--- src/rtl/core/touch_key_press_qualifier_unit_macros.svh ---
// ----------------------------------------------------------------------------
// touch_key_press_qualifier_unit_macros
// Assertion macros for the touch key press qualifier; empty under synthesis.
// ----------------------------------------------------------------------------
`ifndef TOUCH_KEY_PRESS_QUALIFIER_UNIT_MACROS_SVH
`define TOUCH_KEY_PRESS_QUALIFIER_UNIT_MACROS_SVH
`ifndef SYNTHESIS
`define TKPQ_ASSERT(label, clk, rstn, prop) \
    label: assert property (@(posedge clk) disable iff (!rstn) prop) \
        else $error("tkpq assertion failed");
`define TKPQ_ASSERT_ALWAYS(label, clk, prop) \
    label: assert property (@(posedge clk) prop) \
        else $error("tkpq assertion failed");
`else
`define TKPQ_ASSERT(label, clk, rstn, prop)
`define TKPQ_ASSERT_ALWAYS(label, clk, prop)
`endif
`endif

--- src/rtl/core/tkpq_pkg.sv ---
// ----------------------------------------------------------------------------
// tkpq_pkg
// Types, codes and key decode shared by the touch key press qualifier.
// ----------------------------------------------------------------------------
package tkpq_pkg;

    localparam logic [1:0] EV_NONE  = 2'd0;
    localparam logic [1:0] EV_SHORT = 2'd1;
    localparam logic [1:0] EV_LONG  = 2'd2;

    localparam logic [2:0] KEY_NONE = 3'd0;
    localparam logic [2:0] KEY_1    = 3'd1;
    localparam logic [2:0] KEY_2    = 3'd2;
    localparam logic [2:0] KEY_3    = 3'd3;
    localparam logic [2:0] KEY_4    = 3'd4;

    localparam logic [7:0] RAW_KEY_1 = 8'h04;
    localparam logic [7:0] RAW_KEY_2 = 8'h02;
    localparam logic [7:0] RAW_KEY_3 = 8'h80;
    localparam logic [7:0] RAW_KEY_4 = 8'h01;

    localparam logic [1:0] CFG_DEBOUNCE_TICKS = 2'd0;
    localparam logic [1:0] CFG_TICKS_PER_UNIT = 2'd1;
    localparam logic [1:0] CFG_HOLD_UNITS     = 2'd2;

    localparam logic [7:0] DEBOUNCE_TICKS_RST = 8'd5;
    localparam logic [7:0] TICKS_PER_UNIT_RST = 8'd100;
    localparam logic [3:0] HOLD_UNITS_RST     = 4'd3;

    typedef struct packed {
        logic       tick;
        logic [7:0] raw_key;
        logic       system_on;
        logic       timer_active;
    } in_t;

    typedef struct packed {
        logic [1:0] event_res;
        logic [2:0] key_id;
    } out_t;

    typedef struct packed {
        logic [7:0] debounce_ticks;
        logic [7:0] ticks_per_unit;
        logic [3:0] hold_units;
    } cfg_t;

    typedef struct packed {
        logic [2:0] last_key;
        logic       pressing;
        logic [7:0] tick_count;
        logic [3:0] unit_count;
        logic       long_latched;
    } state_t;

    function automatic logic [2:0] decode_key(input logic [7:0] raw);
        logic [2:0] k;
        case (raw)
            RAW_KEY_1: k = KEY_1;
            RAW_KEY_2: k = KEY_2;
            RAW_KEY_3: k = KEY_3;
            RAW_KEY_4: k = KEY_4;
            default:   k = KEY_NONE;
        endcase
        return k;
    endfunction

endpackage

--- src/rtl/core/tkpq_cfg_regs.sv ---
// ----------------------------------------------------------------------------
// tkpq_cfg_regs
// Configuration register file; writes to unknown indexes are dropped.
// ----------------------------------------------------------------------------
module tkpq_cfg_regs (
    input  logic          aclk,
    input  logic          aresetn,
    input  logic          cfg_valid,
    output logic          cfg_ready,
    input  logic [1:0]    cfg_index,
    input  logic [7:0]    cfg_data,
    output tkpq_pkg::cfg_t cfg
);

    tkpq_pkg::cfg_t cfg_reg;
    tkpq_pkg::cfg_t cfg_next;

    assign cfg_ready = 1'b1;
    assign cfg       = cfg_reg;

    always_comb begin
        cfg_next = cfg_reg;
        if (cfg_valid) begin
            case (cfg_index)
                tkpq_pkg::CFG_DEBOUNCE_TICKS: cfg_next.debounce_ticks = cfg_data;
                tkpq_pkg::CFG_TICKS_PER_UNIT: cfg_next.ticks_per_unit = cfg_data;
                tkpq_pkg::CFG_HOLD_UNITS:     cfg_next.hold_units = cfg_data[3:0];
                default:                      cfg_next = cfg_reg;
            endcase
        end
    end

    always_ff @(posedge aclk) begin
        if (!aresetn) begin
            cfg_reg.debounce_ticks <= tkpq_pkg::DEBOUNCE_TICKS_RST;
            cfg_reg.ticks_per_unit <= tkpq_pkg::TICKS_PER_UNIT_RST;
            cfg_reg.hold_units     <= tkpq_pkg::HOLD_UNITS_RST;
        end else begin
            cfg_reg <= cfg_next;
        end
    end

endmodule

--- src/rtl/core/tkpq_in_stage.sv ---
// ----------------------------------------------------------------------------
// tkpq_in_stage
// Input request register with pass-through backpressure.
// ----------------------------------------------------------------------------
module tkpq_in_stage (
    input  logic          aclk,
    input  logic          aresetn,
    input  logic          s_valid,
    output logic          s_ready,
    input  tkpq_pkg::in_t s_data,
    output logic          q_valid,
    input  logic          q_ready,
    output tkpq_pkg::in_t q_data
);

    logic          valid_reg;
    logic          valid_next;
    tkpq_pkg::in_t data_reg;

    assign s_ready = !valid_reg || q_ready;
    assign q_valid = valid_reg;
    assign q_data  = data_reg;

    always_comb begin
        valid_next = valid_reg;
        if (s_ready) begin
            valid_next = s_valid;
        end
    end

    always_ff @(posedge aclk) begin
        if (!aresetn) begin
            valid_reg <= 1'b0;
        end else begin
            valid_reg <= valid_next;
        end
    end

    always_ff @(posedge aclk) begin
        if (s_valid && s_ready) begin
            data_reg <= s_data;
        end
    end

endmodule

--- src/rtl/core/tkpq_qualifier.sv ---
// ----------------------------------------------------------------------------
// tkpq_qualifier
// Key hold tracking, debounce / long press decision and result register.
// ----------------------------------------------------------------------------
`include "touch_key_press_qualifier_unit_macros.svh"

module tkpq_qualifier (
    input  logic           aclk,
    input  logic           aresetn,
    input  tkpq_pkg::cfg_t cfg,
    input  logic           in_valid,
    output logic           in_ready,
    input  tkpq_pkg::in_t  in_data,
    output logic           m_valid,
    input  logic           m_ready,
    output tkpq_pkg::out_t m_data
);

    tkpq_pkg::state_t state_reg;
    tkpq_pkg::state_t state_next;
    tkpq_pkg::state_t st;
    tkpq_pkg::out_t   res;
    tkpq_pkg::out_t   out_reg;
    logic             out_valid_reg;
    logic             out_valid_next;
    logic             adv;
    logic [2:0]       key;
    logic             any_evt;
    logic             long_evt;
    logic             no_key;

    assign in_ready = !out_valid_reg || m_ready;
    assign adv      = in_valid && in_ready;
    assign m_valid  = out_valid_reg;
    assign m_data   = out_reg;
    assign key      = tkpq_pkg::decode_key(in_data.raw_key);
    assign any_evt  = adv && (res.event_res != tkpq_pkg::EV_NONE);
    assign long_evt = adv && (res.event_res == tkpq_pkg::EV_LONG);
    assign no_key   = (state_reg.last_key == tkpq_pkg::KEY_NONE);

    always_comb begin
        st  = state_reg;
        res = '{event_res: tkpq_pkg::EV_NONE, key_id: tkpq_pkg::KEY_NONE};
        if (in_data.tick) begin
            if (key != st.last_key) begin
                if (key == tkpq_pkg::KEY_NONE) begin
                    st.pressing = 1'b0;
                    if (st.last_key == tkpq_pkg::KEY_1) begin
                        if (!st.long_latched && (st.unit_count != 4'd0 ||
                            st.tick_count >= cfg.debounce_ticks)) begin
                            res.event_res = tkpq_pkg::EV_SHORT;
                            res.key_id    = tkpq_pkg::KEY_1;
                        end else if (st.long_latched) begin
                            st.long_latched = 1'b0;
                        end
                    end else if (st.last_key == tkpq_pkg::KEY_3) begin
                        st.long_latched = 1'b0;
                    end
                end else begin
                    st.pressing   = 1'b1;
                    st.tick_count = 8'd0;
                    st.unit_count = 4'd0;
                end
                st.last_key = key;
            end

            if (st.pressing) begin
                if (st.tick_count == cfg.debounce_ticks) begin
                    if (st.last_key == tkpq_pkg::KEY_3 && !in_data.system_on &&
                        !in_data.timer_active) begin
                        st.pressing = 1'b1;
                    end else if (st.last_key != tkpq_pkg::KEY_1) begin
                        st.pressing   = 1'b0;
                        res.event_res = tkpq_pkg::EV_SHORT;
                        res.key_id    = st.last_key;
                    end
                end else if (st.tick_count == cfg.ticks_per_unit) begin
                    st.unit_count = 4'(st.unit_count + 4'd1);
                    if (st.unit_count == cfg.hold_units) begin
                        st.long_latched = 1'b1;
                        st.pressing     = 1'b0;
                        res.event_res   = tkpq_pkg::EV_LONG;
                        res.key_id      = st.last_key;
                    end else begin
                        st.tick_count = 8'd0;
                    end
                end
                st.tick_count = 8'(st.tick_count + 8'd1);
            end
        end
    end

    always_comb begin
        state_next     = adv ? st : state_reg;
        out_valid_next = out_valid_reg;
        if (adv) begin
            out_valid_next = 1'b1;
        end else if (m_ready) begin
            out_valid_next = 1'b0;
        end
    end

    always_ff @(posedge aclk) begin
        if (!aresetn) begin
            state_reg     <= '0;
            out_valid_reg <= 1'b0;
        end else begin
            state_reg     <= state_next;
            out_valid_reg <= out_valid_next;
        end
    end

    always_ff @(posedge aclk) begin
        if (adv) begin
            out_reg <= res;
        end
    end

    `TKPQ_ASSERT(a_long_latches, aclk, aresetn, long_evt |=> state_reg.long_latched)
    `TKPQ_ASSERT(a_event_has_key, aclk, aresetn, any_evt |-> res.key_id != tkpq_pkg::KEY_NONE)
    `TKPQ_ASSERT(a_idle_tick_holds, aclk, aresetn, adv && !in_data.tick |=> $stable(state_reg))
    `TKPQ_ASSERT(a_pressing_has_key, aclk, aresetn, state_reg.pressing |-> !no_key)
    `TKPQ_ASSERT_ALWAYS(a_reset_clears_out, aclk, !aresetn |=> !out_valid_reg)

endmodule

--- src/rtl/core/touch_key_press_qualifier_unit.sv ---
// Path: a request is held in the input register, then its result in the result register that drives m_valid.
// Throughput: one request per cycle while m_ready is not held low; each request gives exactly one result.
// The rate is set by the input register and the result register, each taking
// a new request whenever the stage after it is free or drained that cycle.
// Reset (aresetn low, synchronous): key tracking state cleared, both stages
// empty, configuration back to debounce 5, ticks per unit 100, hold units 3.
// ----------------------------------------------------------------------------
// touch_key_press_qualifier_unit
// Touch key debounce and long press qualifier, top level.
// ----------------------------------------------------------------------------
module touch_key_press_qualifier_unit (
    input  logic            aclk,
    input  logic            aresetn,
    input  logic            s_valid,
    output logic            s_ready,
    input  tkpq_pkg::in_t   s_data,
    output logic            m_valid,
    input  logic            m_ready,
    output tkpq_pkg::out_t  m_data,
    input  logic            cfg_valid,
    output logic            cfg_ready,
    input  logic [1:0]      cfg_index,
    input  logic [7:0]      cfg_data
);

    tkpq_pkg::cfg_t cfg;
    tkpq_pkg::in_t  q_data;
    logic           q_valid;
    logic           q_ready;

    tkpq_cfg_regs u_cfg (
        .aclk      (aclk),
        .aresetn   (aresetn),
        .cfg_valid (cfg_valid),
        .cfg_ready (cfg_ready),
        .cfg_index (cfg_index),
        .cfg_data  (cfg_data),
        .cfg       (cfg)
    );

    tkpq_in_stage u_in (
        .aclk    (aclk),
        .aresetn (aresetn),
        .s_valid (s_valid),
        .s_ready (s_ready),
        .s_data  (s_data),
        .q_valid (q_valid),
        .q_ready (q_ready),
        .q_data  (q_data)
    );

    tkpq_qualifier u_qual (
        .aclk     (aclk),
        .aresetn  (aresetn),
        .cfg      (cfg),
        .in_valid (q_valid),
        .in_ready (q_ready),
        .in_data  (q_data),
        .m_valid  (m_valid),
        .m_ready  (m_ready),
        .m_data   (m_data)
    );

endmodule
--- config.mk ---
export PLATFORM = sky130hd
export DESIGN_NAME = touch_key_press_qualifier_unit
export DESIGN_NICKNAME = d
export VERILOG_FILES = /design/src/rtl/core/tkpq_pkg.sv /design/src/rtl/core/tkpq_cfg_regs.sv /design/src/rtl/core/tkpq_in_stage.sv /design/src/rtl/core/tkpq_qualifier.sv /design/src/rtl/core/touch_key_press_qualifier_unit.sv
export VERILOG_INCLUDE_DIRS = /design/src /design/src/rtl/core
export SDC_FILE = /design/constraint.sdc
export NUM_CORES = 1
export LEC_CHECK = 0
export BUFFER_PORTS_ARGS = -buffer_cell sky130_fd_sc_hd__buf_2
export CORE_UTILIZATION = 66
export CTS_BUF_LIST = sky130_fd_sc_hd__clkbuf_2 sky130_fd_sc_hd__clkbuf_4 sky130_fd_sc_hd__clkbuf_8
export DETAILED_ROUTE_END_ITERATION = 12
export GPL_ROUTABILITY_DRIVEN = 1
export PLACE_DENSITY = 0.94
export SLEW_MARGIN = 20
export SYNTH_ARGS = -nofsm -noshare
export SYNTH_HDL_FRONTEND = slang
export SYNTH_SLANG_ARGS = --single-unit
--- constraint.sdc ---
create_clock -name aclk -period 11.8 [get_ports aclk]
set_clock_uncertainty 0.05 [all_clocks]
set_input_delay 1.77 -clock aclk [delete_from_list [all_inputs] [get_ports aclk]]
set_output_delay 1.77 -clock aclk [all_outputs]
set_load 0.05 [all_outputs]
==> flow_summary.yaml <==
cells_and_area:
  fillers: 328
  syn_to_final_growth_pct: 6.80
  antennaDiodeCount: 0
  final_layout_size_suffix_gt1_share_pct: 13.1
  largest_reg_flops: 20
  final_nets: 425
route:
  wl_per_cell_um: 17.2
  ant_nets: 0
  drt_pass1_iterations: 5
  wl_mm: 7.85
  viasPerCell: 6.45
  vias: 2947
  drt_iter0_markers: 259
  drc_errors: 0
timing:
  setup_tns_ns: 0
  worst_pin_slew_ns: 1.03
  hold_viol_final: 0
  rsz0062_at_grt: "false"
  slew_violations: 0
  max-slew-margin-rel_pct: 30.9
  period_needed_ns: 4.86
  finalCritPeriodShare_pct: 41.2
  max_freq_mhz: 206
  worst_hold_slack_ns: 0.451
  setup_viol: 0
global_routing:
  grt_overflow: 0
  grt_pass1_vias: 2727
  antenna_found_initial: 0
  grt_max_degree: 50
  track_usage_pct: 31.9
  grt_pass1_wl_mm: 13.0
clocking:
  cts_max_level: 2
  cts.clk_slew.worst_paths_ns: 0.11
  clkLatencyLatePin_ns: 0.32
  tritoncts: "built"
  cts_made_buffers: 5
  cts-root-buf: "clkbuf_8"
  cts_max_path_buffers: 2
  cts_setup_buffers: 0
  clkSinkCount: 55
  cts_resized: 0
  hold_buffers: 0
die:
  die_height_um: 73.4
  dieArea_um2: 5390
  start_util_pct: 69.9
  placementRows: 25
  die_x_um: 73.4
  coreArea_um2: 4820
  io_pins: 34
critical_path:
  path_depth: 16
  crit_path_cell_trace: "or4_4 > o41a_1 > o311a_4 > a21oi_4 > and2_1 > ha_1 > xor2_1 > xnor2_1 > nand3_1 > nand4bb_1 > and3_1 > ha_1 > and3_1 > nand3_1 > a41oi_1 > o22ai_1"
  critPathLaunchType: "register"
  slowest_stage: "or4_4"
  crit_family: "simple AND/OR/NAND/NOR gates"
  r2r_cells: 16
  r2r_setup_slack_ns: 6.94
  required_ns: 12.00
  critPathBufInv: 0
  rr_startpoint: "u_in.q_data[8]$_DFFE_PP_"
  crit_path_end_kind: "register"
  path_max_fanout: 22
  critPathKind: "reg2reg"
  startpoint: "u_in.q_data[8]$_DFFE_PP_"
  arrival_ns: 5.06
  cp-endpoint: "u_qual.state_reg[11]$_SDFFE_PN0P_"
  slowest_delay_ns: 0.58
  r2r_end: "u_qual.state_reg[11]$_SDFFE_PN0P_"
synth:
  synthArstFlopShare_pct: 0
  ys_ff_latch: 55
  seq_area_frac_synth_pct: 37.5
  avgSynthCellArea_um2: 9.00
  syn-cell-area_um2: 3370
  synth_ff_type: "dfxtp_1"
  syn_inst: 374
  yosys.cell_types.count: 64
  yosys_warnings: 0
  synth_edf_count: 16
  synth_nets: 410
job:
  maxCapViolCount: 0
power:
  worst_ir_drop_vdd_mv: 0.0749
  cellPowerDensity_nw_per_um2: 99.1
  p_leak_uw: 0.00136
status:
  outcome: "completed"
placement:
  gp_congestion: 0.938
  place_hpwl_mm: 5.64
  io_buffer_count: 32
min_path:
  hold_class: "reg2reg"
logic make-up after synthesis:
family / synth area share, %
other cells: 0.111
buf+inv: 5.39
compound gates: 18.2
simple gates: 24.6
xor+xnor: 5.72
mux: 4.46
flops: 37.5
fa+ha+maj: 4.01
worst min path at each step:
stage	cells after the start	endpoint	startpoint
after floorplan	2	u_cfg.cfg[0]$_SDFFE_PN1P_	u_cfg.cfg[0]$_SDFFE_PN1P_
after global placement	2	u_cfg.cfg[0]$_SDFFE_PN1P_	u_cfg.cfg[0]$_SDFFE_PN1P_
after detailed placement	2	u_cfg.cfg[0]$_SDFFE_PN1P_	u_cfg.cfg[0]$_SDFFE_PN1P_
after CTS	2	u_qual.state_reg[0]$_SDFFE_PN0P_	u_qual.state_reg[0]$_SDFFE_PN0P_
after global routing	2	u_qual.state_reg[0]$_SDFFE_PN0P_	u_qual.state_reg[0]$_SDFFE_PN0P_
final	2	u_cfg.cfg[0]$_SDFFE_PN1P_	u_cfg.cfg[0]$_SDFFE_PN1P_
power by group:
group / switching, uW / internal [uW]
logic: 23.2 / 16.5
registers: 7.17 / 200
clock network: 65.6 / 43.1
total: 96.0 / 260
layer usage:
layer | vias up | GRT usage, % | wire (um)
li1 | 1389 | - | -
met1 | 1368 | 39.9 | 3230
met2 | 163 | 51.4 | 3650
met3 | 27 | 8.23 | 690
met4 | 0 | 15.2 | 268
met5 | - | 0 | 0
Yosys cell counts (all sizes together) (8+ instances only):
cell / n / area share (%)
edfxtp: 16 / 14
nor2b: 22 / 4.1
nor2: 26 / 3.0
nand2: 25 / 2.8
inv: 18 / 2.0
ha: 10 / 3.7
xnor2: 16 / 4.2
a21oi: 16 / 2.7
nand3: 20 / 3.0
nor4: 8 / 1.9
clkbuf: 17 / 1.9
mux2i: 15 / 4.5
buf: 8 / 1.5
dfxtp: 39 / 23
o21ai: 12 / 1.8
per-stage QoR:
stage	cells	power (uW)	utilization [%]	instance area, um2	worst slack (ns)
final	457	356	74.6	3590	6.94
after global placement	449	248	72.7	3500	7.21
after floorplan	374	239	-	3370	7.51
after detailed placement	449	250	72.7	3500	7.06
after global routing	457	369	74.6	3590	6.66
after CTS	457	356	74.6	3590	6.99
placed cells by master (no fill, tap or decap), types with 2 or more instances in the layout:
master    netlist  routed
o22ai_1         4       4
nand2_1        25      25
or3_1           3       3
nand4_1         4       4
inv_6           0       2
a41oi_1         6       6
o32a_1          2       2
dfxtp_1        39      39
nor3_1          7       7
edfxtp_1       16      16
a31oi_1         4       4
mux2i_1        15      15
xnor2_1        16      16
nor3b_1         2       2
and2_1          7       7
o31ai_1         2       2
a32oi_1         2       2
ha_1           10      10
nand3_1        20      20
inv_1          18      18
o21ai_0        12      12
nand3b_1        4       4
nor4_1          7       7
o211ai_1        7       7
and3_1          5       5
clkbuf_8        0       5
nor2b_1        22      22
buf_2           4      32
nor2_1         25      25
a211oi_1        4       4
xor2_1          6       6
o31a_1          3       3
a21o_1          6       6
a21oi_1        15      15
nor4b_1         2       2
nand2b_1        3       3
tightest hold or removal path, cell delays in order, from the launching register on:
cell and delay, ns:
dfxtp_1 0.35, mux2i_1 0.07, nand2_1 0.06
cell type report:
cell class	instances	area [um2]	area share, %
Multi-Input combinational cell	276	1920	53.5
Clock inverter	3	22.5	0.627
Clock buffer	5	68.8	1.91
Tap cell	67	83.8	2.33
Sequential cell	55	1260	35.1
Timing Repair Buffer	33	168	4.66
Inverter	18	67.6	1.88
(Power assumes the default switching activity.)
